### config.mk
export PLATFORM = sky130hd
export DESIGN_NAME = periodic_service_slot_timer
export DESIGN_NICKNAME = d
export VERILOG_FILES = /design/src/design/psst_pkg.sv /design/src/design/psst_slot_table.sv /design/src/design/psst_seq.sv /design/src/design/periodic_service_slot_timer.sv
export SDC_FILE = /design/constraint.sdc
export NUM_CORES = 1
export LEC_CHECK = 0
export ABC_AREA = 1
export BUFFER_PORTS_ARGS = -buffer_cell sky130_fd_sc_hd__buf_2
export CAP_MARGIN = 25
export CORE_MARGIN = 10
export CORE_UTILIZATION = 56
export DETAILED_ROUTE_END_ITERATION = 8
export GPL_TIMING_DRIVEN = 0
export PLACE_DENSITY = 0.75
export SYNTH_ARGS = -nofsm -noshare
export SYNTH_HDL_FRONTEND = slang
export SYNTH_SLANG_ARGS = --single-unit
### constraint.sdc
create_clock -name i_clk -period 7.01 [get_ports i_clk]
set_input_delay 0.701 -clock i_clk [delete_from_list [all_inputs] [get_ports i_clk]]
set_output_delay 0.701 -clock i_clk [all_outputs]
set_load 0.01 [all_outputs]
### src/design/psst_pkg.sv
// Package for the periodic service slot timer.
// Holds the beat payload types, command and reply codes, and table control types.
`default_nettype none

package psst_pkg;

    localparam int SLOTS_DEF   = 8;
    localparam int MAX_RESULTS = 8;
    localparam int NRES_W      = $clog2(MAX_RESULTS + 1);

    localparam int TAG_W    = 8;
    localparam int IVL_W    = 14;
    localparam int PERIOD_W = 16;

    // Input commands
    localparam logic [1:0] CMD_TICK   = 2'd0;
    localparam logic [1:0] CMD_ADD    = 2'd1;
    localparam logic [1:0] CMD_REMOVE = 2'd2;

    // Reply kinds
    localparam logic [1:0] KIND_FIRE    = 2'd0;
    localparam logic [1:0] KIND_NO_FIRE = 2'd1;
    localparam logic [1:0] KIND_ADD     = 2'd2;
    localparam logic [1:0] KIND_REMOVE  = 2'd3;

    // Slot table operations
    localparam logic [1:0] TOP_NONE  = 2'd0;
    localparam logic [1:0] TOP_TICK  = 2'd1;
    localparam logic [1:0] TOP_CLAIM = 2'd2;
    localparam logic [1:0] TOP_FREE  = 2'd3;

    typedef struct packed {
        logic [1:0]       command;
        logic [TAG_W-1:0] tag;
        logic [IVL_W-1:0] interval;
    } t_in;

    typedef struct packed {
        logic [1:0]       reply_kind;
        logic [2:0]       slot;
        logic [TAG_W-1:0] fired_tag;
        logic             add_ok;
        logic [3:0]       removed_count;
        logic             last;
    } t_out;

    typedef struct packed {
        logic [1:0]          op;
        logic [TAG_W-1:0]    tag;
        logic [PERIOD_W-1:0] period;
    } t_tbl_ctl;

    typedef struct packed {
        logic             valid;
        logic             tag_hit;
        logic             fire;
        logic [TAG_W-1:0] tag;
    } t_tbl_stat;

endpackage

`default_nettype wire

### src/design/psst_slot_table.sv
// Slot table: valid bits, tag, period and counter per slot, plus the shared
// increment/compare unit that works on the slot chosen by i_idx. Uses psst_pkg.
`default_nettype none

module psst_slot_table #(
    parameter int SLOTS = psst_pkg::SLOTS_DEF,
    parameter int IDXW  = (SLOTS > 1) ? $clog2(SLOTS) : 1
) (
    input  wire                   i_clk,
    input  wire                   i_rst_n,
    input  wire  [IDXW-1:0]       i_idx,
    input  psst_pkg::t_tbl_ctl    i_ctl,
    output psst_pkg::t_tbl_stat   o_stat
);
    import psst_pkg::*;

    logic [SLOTS-1:0]    r_valid;
    logic [TAG_W-1:0]    r_tag    [SLOTS];
    logic [PERIOD_W-1:0] r_period [SLOTS];
    logic [PERIOD_W-1:0] r_count  [SLOTS];

    logic [PERIOD_W-1:0] cnt_inc;
    logic                fire;

    // Shared unit: one increment and two compares on the selected slot
    always_comb begin
        cnt_inc = r_count[i_idx] + PERIOD_W'(1);
        fire    = r_valid[i_idx] && (cnt_inc == r_period[i_idx]);
    end

    assign o_stat.valid   = r_valid[i_idx];
    assign o_stat.tag_hit = r_valid[i_idx] && (r_tag[i_idx] == i_ctl.tag);
    assign o_stat.fire    = fire;
    assign o_stat.tag     = r_tag[i_idx];

    always_ff @(posedge i_clk) begin
        if (!i_rst_n) begin
            r_valid <= '0;
        end else begin
            unique case (i_ctl.op)
                TOP_CLAIM: r_valid[i_idx] <= 1'b1;
                TOP_FREE:  r_valid[i_idx] <= 1'b0;
                default:   ;
            endcase
        end
    end

    always_ff @(posedge i_clk) begin
        unique case (i_ctl.op)
            TOP_TICK: begin
                if (r_valid[i_idx]) begin
                    r_count[i_idx] <= fire ? '0 : cnt_inc;
                end
            end
            TOP_CLAIM: begin
                r_tag[i_idx]    <= i_ctl.tag;
                r_period[i_idx] <= i_ctl.period;
                r_count[i_idx]  <= '0;
            end
            TOP_FREE: begin
                r_tag[i_idx]    <= '0;
                r_period[i_idx] <= '0;
                r_count[i_idx]  <= '0;
            end
            default: ;
        endcase
    end

endmodule

`default_nettype wire

### src/design/psst_seq.sv
// Sequencer: takes one command beat, walks the slot table one slot a cycle unless
// a fire waits on a stalled output, and drives the result register. Uses psst_pkg.
`default_nettype none

module psst_seq #(
    parameter int SLOTS = psst_pkg::SLOTS_DEF,
    parameter int IDXW  = (SLOTS > 1) ? $clog2(SLOTS) : 1
) (
    input  wire                   i_clk,
    input  wire                   i_rst_n,
    input  wire                   i_in_valid,
    output logic                  o_in_ready,
    input  psst_pkg::t_in         i_in,
    output logic                  o_out_valid,
    input  wire                   i_out_ready,
    output psst_pkg::t_out        o_out,
    output logic [IDXW-1:0]       o_idx,
    output psst_pkg::t_tbl_ctl    o_ctl,
    input  psst_pkg::t_tbl_stat   i_stat
);
    import psst_pkg::*;

    localparam logic [1:0] ST_IDLE = 2'd0;
    localparam logic [1:0] ST_WALK = 2'd1;
    localparam logic [1:0] ST_DONE = 2'd2;

    localparam logic [IDXW-1:0] IDX_LAST = IDXW'(SLOTS - 1);

    logic [1:0]        r_state, n_state;
    logic [IDXW-1:0]   r_idx, n_idx;
    logic [1:0]        r_cmd;
    logic [TAG_W-1:0]  r_tag;
    logic [IVL_W-1:0]  r_ivl;
    logic              r_found, n_found;
    logic [IDXW-1:0]   r_found_idx, n_found_idx;
    logic [3:0]        r_freed, n_freed;
    logic              r_pend_v, n_pend_v;
    logic [IDXW-1:0]   r_pend_idx, n_pend_idx;
    logic [TAG_W-1:0]  r_pend_tag, n_pend_tag;
    logic [NRES_W-1:0] r_nres, n_nres;
    logic              r_out_valid, n_out_valid;
    t_out              r_out, n_out;

    logic out_free;
    logic in_acc;
    logic step;

    assign out_free    = !r_out_valid || i_out_ready;
    assign in_acc      = i_in_valid && o_in_ready;
    assign o_in_ready  = (r_state == ST_IDLE);
    assign o_out_valid = r_out_valid;
    assign o_out       = r_out;
    assign o_idx       = r_idx;

    always_comb begin
        n_state     = r_state;
        n_idx       = r_idx;
        n_found     = r_found;
        n_found_idx = r_found_idx;
        n_freed     = r_freed;
        n_pend_v    = r_pend_v;
        n_pend_idx  = r_pend_idx;
        n_pend_tag  = r_pend_tag;
        n_nres      = r_nres;
        n_out_valid = r_out_valid && !i_out_ready;
        n_out       = r_out;
        step        = 1'b1;
        o_ctl.op     = TOP_NONE;
        o_ctl.tag    = r_tag;
        o_ctl.period = {r_ivl, 2'b00};

        unique case (r_state)
            ST_IDLE: begin
                if (in_acc) begin
                    n_idx      = '0;
                    n_found    = 1'b0;
                    n_freed    = '0;
                    n_pend_v   = 1'b0;
                    n_nres     = '0;
                    // unknown command: drop without a result
                    n_state    = (i_in.command == CMD_TICK || i_in.command == CMD_ADD ||
                                  i_in.command == CMD_REMOVE) ? ST_WALK : ST_IDLE;
                end
            end
            ST_WALK: begin
                unique case (r_cmd)
                    CMD_TICK: begin
                        if (i_stat.fire && r_nres < NRES_W'(MAX_RESULTS)) begin
                            if (r_pend_v && !out_free) begin
                                step = 1'b0; // hold until the earlier fire beat drains
                            end else begin
                                if (r_pend_v) begin
                                    n_out_valid         = 1'b1;
                                    n_out               = '0;
                                    n_out.reply_kind    = KIND_FIRE;
                                    n_out.slot          = 3'(r_pend_idx);
                                    n_out.fired_tag     = r_pend_tag;
                                end
                                n_pend_v   = 1'b1;
                                n_pend_idx = r_idx;
                                n_pend_tag = i_stat.tag;
                                n_nres     = r_nres + NRES_W'(1);
                            end
                        end
                        if (step) o_ctl.op = TOP_TICK;
                    end
                    CMD_ADD: begin
                        if (!r_found && !i_stat.valid) begin
                            o_ctl.op    = TOP_CLAIM;
                            n_found     = 1'b1;
                            n_found_idx = r_idx;
                        end
                    end
                    default: begin
                        if (i_stat.tag_hit) begin
                            o_ctl.op = TOP_FREE;
                            if (r_freed != 4'hF) n_freed = r_freed + 4'd1;
                        end
                    end
                endcase
                if (step) begin
                    if (r_idx == IDX_LAST) n_state = ST_DONE;
                    else                   n_idx   = r_idx + IDXW'(1);
                end
            end
            default: begin
                if (out_free) begin
                    n_out_valid = 1'b1;
                    n_out       = '0;
                    n_out.last  = 1'b1;
                    unique case (r_cmd)
                        CMD_TICK: begin
                            if (r_pend_v) begin
                                n_out.reply_kind = KIND_FIRE;
                                n_out.slot       = 3'(r_pend_idx);
                                n_out.fired_tag  = r_pend_tag;
                            end else begin
                                n_out.reply_kind = KIND_NO_FIRE;
                            end
                        end
                        CMD_ADD: begin
                            n_out.reply_kind = KIND_ADD;
                            n_out.add_ok     = r_found;
                            n_out.slot       = r_found ? 3'(r_found_idx) : 3'd0;
                        end
                        default: begin
                            n_out.reply_kind    = KIND_REMOVE;
                            n_out.removed_count = r_freed;
                        end
                    endcase
                    n_state = ST_IDLE;
                end
            end
        endcase
    end

    always_ff @(posedge i_clk) begin
        if (!i_rst_n) begin
            r_state     <= ST_IDLE;
            r_out_valid <= 1'b0;
        end else begin
            r_state     <= n_state;
            r_out_valid <= n_out_valid;
        end
    end

    always_ff @(posedge i_clk) begin
        if (in_acc) begin
            r_cmd <= i_in.command;
            r_tag <= i_in.tag;
            r_ivl <= i_in.interval;
        end
        r_idx       <= n_idx;
        r_found     <= n_found;
        r_found_idx <= n_found_idx;
        r_freed     <= n_freed;
        r_pend_v    <= n_pend_v;
        r_pend_idx  <= n_pend_idx;
        r_pend_tag  <= n_pend_tag;
        r_nres      <= n_nres;
        r_out       <= n_out;
    end

endmodule

`default_nettype wire

### src/design/periodic_service_slot_timer.sv
// Periodic service slot timer, top level.
// Each command beat walks the slot table one slot a cycle through one shared
// increment/compare unit, unless a stalled output holds a tick walk; the last
// result is registered once the walk is done and the output is free, and a new
// beat is taken only after that, when the sequencer is back in idle.
// Synchronous active-low reset frees every slot and drops any pending result.
`default_nettype none

module periodic_service_slot_timer #(
    parameter int SLOTS = psst_pkg::SLOTS_DEF
) (
    input  wire             i_clk,
    input  wire             i_rst_n,
    input  wire             i_in_valid,
    output logic            o_in_ready,
    input  psst_pkg::t_in   i_in,
    output logic            o_out_valid,
    input  wire             i_out_ready,
    output psst_pkg::t_out  o_out
);
    import psst_pkg::*;

    localparam int IDXW = (SLOTS > 1) ? $clog2(SLOTS) : 1;

    logic [IDXW-1:0] idx;
    t_tbl_ctl        ctl;
    t_tbl_stat       stat;

    psst_seq #(
        .SLOTS (SLOTS),
        .IDXW  (IDXW)
    ) u_seq (
        .i_clk       (i_clk),
        .i_rst_n     (i_rst_n),
        .i_in_valid  (i_in_valid),
        .o_in_ready  (o_in_ready),
        .i_in        (i_in),
        .o_out_valid (o_out_valid),
        .i_out_ready (i_out_ready),
        .o_out       (o_out),
        .o_idx       (idx),
        .o_ctl       (ctl),
        .i_stat      (stat)
    );

    psst_slot_table #(
        .SLOTS (SLOTS),
        .IDXW  (IDXW)
    ) u_table (
        .i_clk   (i_clk),
        .i_rst_n (i_rst_n),
        .i_idx   (idx),
        .i_ctl   (ctl),
        .o_stat  (stat)
    );

endmodule

`default_nettype wire

==> impl_metrics.env <==
export IMPL_outcome="complete, no violations"
export IMPL_cts_resized=0
export IMPL_clockBufferDepth=3
export IMPL_timing_critical_path_required_ns=7.25
export IMPL_wl_final_um=42000
export IMPL_hold_path_cell_count=1
export IMPL_number_of_antenna_violations_at_the_first_check_in_global_routing=0
export IMPL_switchingPower_mw=3.30
export IMPL_worst_setup_path_type="reg -> reg"
export IMPL_die_height_um=196
export IMPL_worst_slew_margin_rel_pct=47.0
export IMPL_critPathMaxFanout=10
export IMPL_syn2layout_area_growth_pct=14.1
export IMPL_fin_tns_setup_ns=0
export IMPL_syn_area_per_cell_um2=10.5
export IMPL_detail_route_iter0_violations=1061
export IMPL_final_hold_violation_count=0
export IMPL_synth_top_cells_by_area="sky130_fd_sc_hd__edfxtp_1, sky130_fd_sc_hd__nand2_1, sky130_fd_sc_hd__inv_1"
export IMPL_drive_above_1_share_pct=12.5
export IMPL_critical_path_endpoint_type="flip-flop"
export IMPL_final_period_utilization_pct=62.8
export IMPL_numCtsBuffers=40
export IMPL_clk_pin_slew_worst_setup_hold_paths_ns=0.06
export IMPL_post_synthesis_net_count=1677
export IMPL_drc=0
export IMPL_power_ir_vdd_worst_mv=0.264
export IMPL_route_detailed_wl_per_inst_um=19.3
export IMPL_max_freq_ghz=0.227
export IMPL_worstMarginPinSlew_ns=0.795
export IMPL_top_level_ports=49
export IMPL_post_cts_setup_buffers=0
export IMPL_num_rows=64
export IMPL_async_reset_ff_share_pct=0
export IMPL_cp_top_family="buffers and inverters"
export IMPL_final_setup_viol_count=0
export IMPL_cts_tree="yes"
export IMPL_reg2reg_setup_slack_ns=2.60
export IMPL_p_leak_nw=8.17
export IMPL_htree_levels=2
export IMPL_global_route_overflow_total=0
export IMPL_drt_pass1_iterations=8
export IMPL_fin_skew_ns=0.0199
export IMPL_synthCells=1643
export IMPL_p_int_mw=5.19
export IMPL_fp_coreArea_um2=30500
export IMPL_synth_enable_flop_cells=374
export IMPL_net_count_reported_at_finish=1786
export IMPL_place_congestion=0.907
export IMPL_io_buffers=48
export IMPL_cp_slowest_stage_delay_ns=0.71
export IMPL_wire_length_of_the_first_global_routing_pass_um=64400
export IMPL_share_seq_of_total_power_pct=36.6
export IMPL_synth_top_area_cell="sky130_fd_sc_hd__edfxtp_1"
export IMPL_dieWidth_um=196
export IMPL_slowest_stage="sky130_fd_sc_hd__a21oi_2"
export IMPL_placedInstanceArea_um2=18400
export IMPL_cts_root_buffer="sky130_fd_sc_hd__clkbuf_16"
export IMPL_share_clk_of_total_power_pct=24.2
export IMPL_grt_pass1_vias=12046
export IMPL_num_vias=12263
export IMPL_synth_seq_area_share_pct=66.6
export IMPL_initial_utilization_pct=56.6
export IMPL_crit_path_cell_chain="inv_1 > clkbuf_1 > clkbuf_1 > o221ai_1 > nand2_1 > clkinv_1 > nand3_1 > nand2_1 > nand3_1 > nor2_2 > nand2_4 > nor2_8 > nand3_4 > nand3_2 > a21oi_2 > buf_8"
export IMPL_die_area_um2=38300
export IMPL_grt_setup_unrepaired="no"
export IMPL_setup_ws_ns=2.60
export IMPL_synth_ff_latch_count=388
export IMPL_holdCritPathClass="in -> reg"
export IMPL_cts_hold_buffers=0
export IMPL_insertion_delay_ns=0.54
export IMPL_mappedNetlistArea_um2=17300
export IMPL_grt_max_degree=19
export IMPL_critPathLaunchType="flip-flop"
export IMPL_synth_warning_count=0
export IMPL_number_of_max_capacitance_violations_reported=0
export IMPL_synth_distinct_cells=44
export IMPL_power_mw=8.49
export IMPL_dp_worst_setup_slack_ns=2.70
export IMPL_timing_final_max_slew_violations=0
export IMPL_avgViaCountPerCell=5.63
export IMPL_worst_endpoint_arrival_ns=4.64
export IMPL_crit_buf_inv=5
export IMPL_post_synth_top_count_cell="sky130_fd_sc_hd__nand2_1"
export IMPL_worstSetupPathDepth=16
export IMPL_power_density_nw_per_um2=431
export IMPL_power_share_switching_pct=38.9
export IMPL_grt_usage_pct=21.3
export IMPL_timing_reg2reg_worst_path_depth=16
export IMPL_final_area_um2=19700
export IMPL_detail_placement_hpwl_um=28600
export IMPL_clock_sink_count=388
export IMPL_post_synth_most_frequent_cells="sky130_fd_sc_hd__nand2_1, sky130_fd_sc_hd__edfxtp_1, sky130_fd_sc_hd__inv_1, sky130_fd_sc_hd__nand3_1, sky130_fd_sc_hd__nor2_1"
export IMPL_fin_crit_ns=4.41
export IMPL_insertedDiodeCount=0
export IMPL_comb_power_share_pct=39.2
export IMPL_synth_main_ff_cell="sky130_fd_sc_hd__edfxtp_1"
export IMPL_yosys_area_top_type_share_pct=65.0
export IMPL_ant_nets=0
## per-stage QoR
stage          cells  hold WS (ns)  utilization [%]
5_1_grt         2177         0.311             64.6
3_5_place_dp    2106         0.542             60.4
6_report        2177         0.327             64.6
4_1_cts         2177         0.313             64.6
2_1_floorplan   1643         0.504                -
3_3_place_gp    2087         0.522             59.1
## power by group through the flow
stage               clock network (mW)  registers, mW  logic [mW]
floorplan                            0           3.15        2.25
global placement                     0           3.16        3.13
detailed placement                   0           3.16        3.26
CTS                               2.08           3.11        3.29
global route                      2.18           3.12        3.66
finish                            2.06           3.11        3.33
## state kept, by name, indices dropped and copies added, names as in the netlist, named ones only
| register | count |
|---|---|
| u_seq.r_freed | 4 |
| u_seq.r_nres | 4 |
| u_table.r_period | 112 |
| u_table.r_count | 128 |
| u_seq.o_idx | 3 |
| u_seq.r_pend_v | 1 |
| u_table.r_tag | 64 |
| u_seq.o_out_valid | 1 |
| u_seq.r_tag | 8 |
| u_seq.o_out | 19 |
| u_seq.r_state | 2 |
| u_seq.r_pend_tag | 8 |
| u_seq.r_found | 1 |
| u_seq.r_found_idx | 3 |
| u_seq.r_cmd | 2 |
| u_seq.r_pend_idx | 3 |
| u_seq.r_ivl | 14 |
## cell families after synthesis
logic type / Yosys count / share of synthesized area (%)
buffers and inverters: 308 / 7.74
AO/OA/AOI/OAI: 183 / 6.36
multiplexers: 1 / 0.0579
adder cells (fa/ha/maj): 6 / 0.434
AND/OR/NAND/NOR: 752 / 18.6
XOR/XNOR: 5 / 0.253
flip-flops: 388 / 66.6
## cell usage in the layout, fill, tap and decap left out, types with 4 or more instances in the layout
cell                        count
sky130_fd_sc_hd__nand2_1      437
sky130_fd_sc_hd__edfxtp_1     374
sky130_fd_sc_hd__inv_1        227
sky130_fd_sc_hd__nand3_1      145
sky130_fd_sc_hd__nor2_1       123
sky130_fd_sc_hd__buf_2         67
sky130_fd_sc_hd__o21ai_0       63
sky130_fd_sc_hd__a21oi_1       42
sky130_fd_sc_hd__clkbuf_16     41
sky130_fd_sc_hd__clkbuf_1      29
sky130_fd_sc_hd__o22ai_1       20
sky130_fd_sc_hd__buf_6         16
sky130_fd_sc_hd__o221ai_1      14
sky130_fd_sc_hd__dfxtp_1       14
sky130_fd_sc_hd__inv_2         13
sky130_fd_sc_hd__nor2_2        12
sky130_fd_sc_hd__a32o_1        12
sky130_fd_sc_hd__buf_4         11
sky130_fd_sc_hd__o21ai_1       10
sky130_fd_sc_hd__buf_8         10
sky130_fd_sc_hd__clkinv_1       9
sky130_fd_sc_hd__nand2_2        8
sky130_fd_sc_hd__nand4_1        8
sky130_fd_sc_hd__a21oi_2        8
sky130_fd_sc_hd__buf_16         8
sky130_fd_sc_hd__ha_1           6
sky130_fd_sc_hd__clkinv_2       5
sky130_fd_sc_hd__buf_1          4
sky130_fd_sc_hd__nor2_4         4
## final timing paths
path,start,end
max,flip-flop,u_table.r_count[2][7]
min,i_in[14],u_seq.r_tag[0]
max reg2reg,flip-flop,u_table.r_count[2][7]
min reg2reg,u_seq.r_pend_tag[4],u_seq.o_out[10]
## layer usage
metal	wire (um)	share of wire, %	track usage (%)	vias to the layer above
li1	-	-	-	5741
met2	20800	50	36.7	593
met1	16300	39	26.4	5836
met4	1340	3.2	8.20	0
met5	0	0	0	-
met3	3510	8.3	3.46	93
## cell type report
| class | instances | area (um^2) |
|---|---|---|
| clock buffers | 55 | 1090 |
| clock inverters | 16 | 184 |
| multi-input cells | 947 | 4480 |
| inverters | 243 | 912 |
| repair buffers | 67 | 618 |
| well taps | 396 | 495 |
| fillers | 2256 | 10800 |
| plain buffers | 65 | 425 |
| flip-flops and latches | 388 | 11500 |
Note: power is estimated with default switching activity, not from simulation.
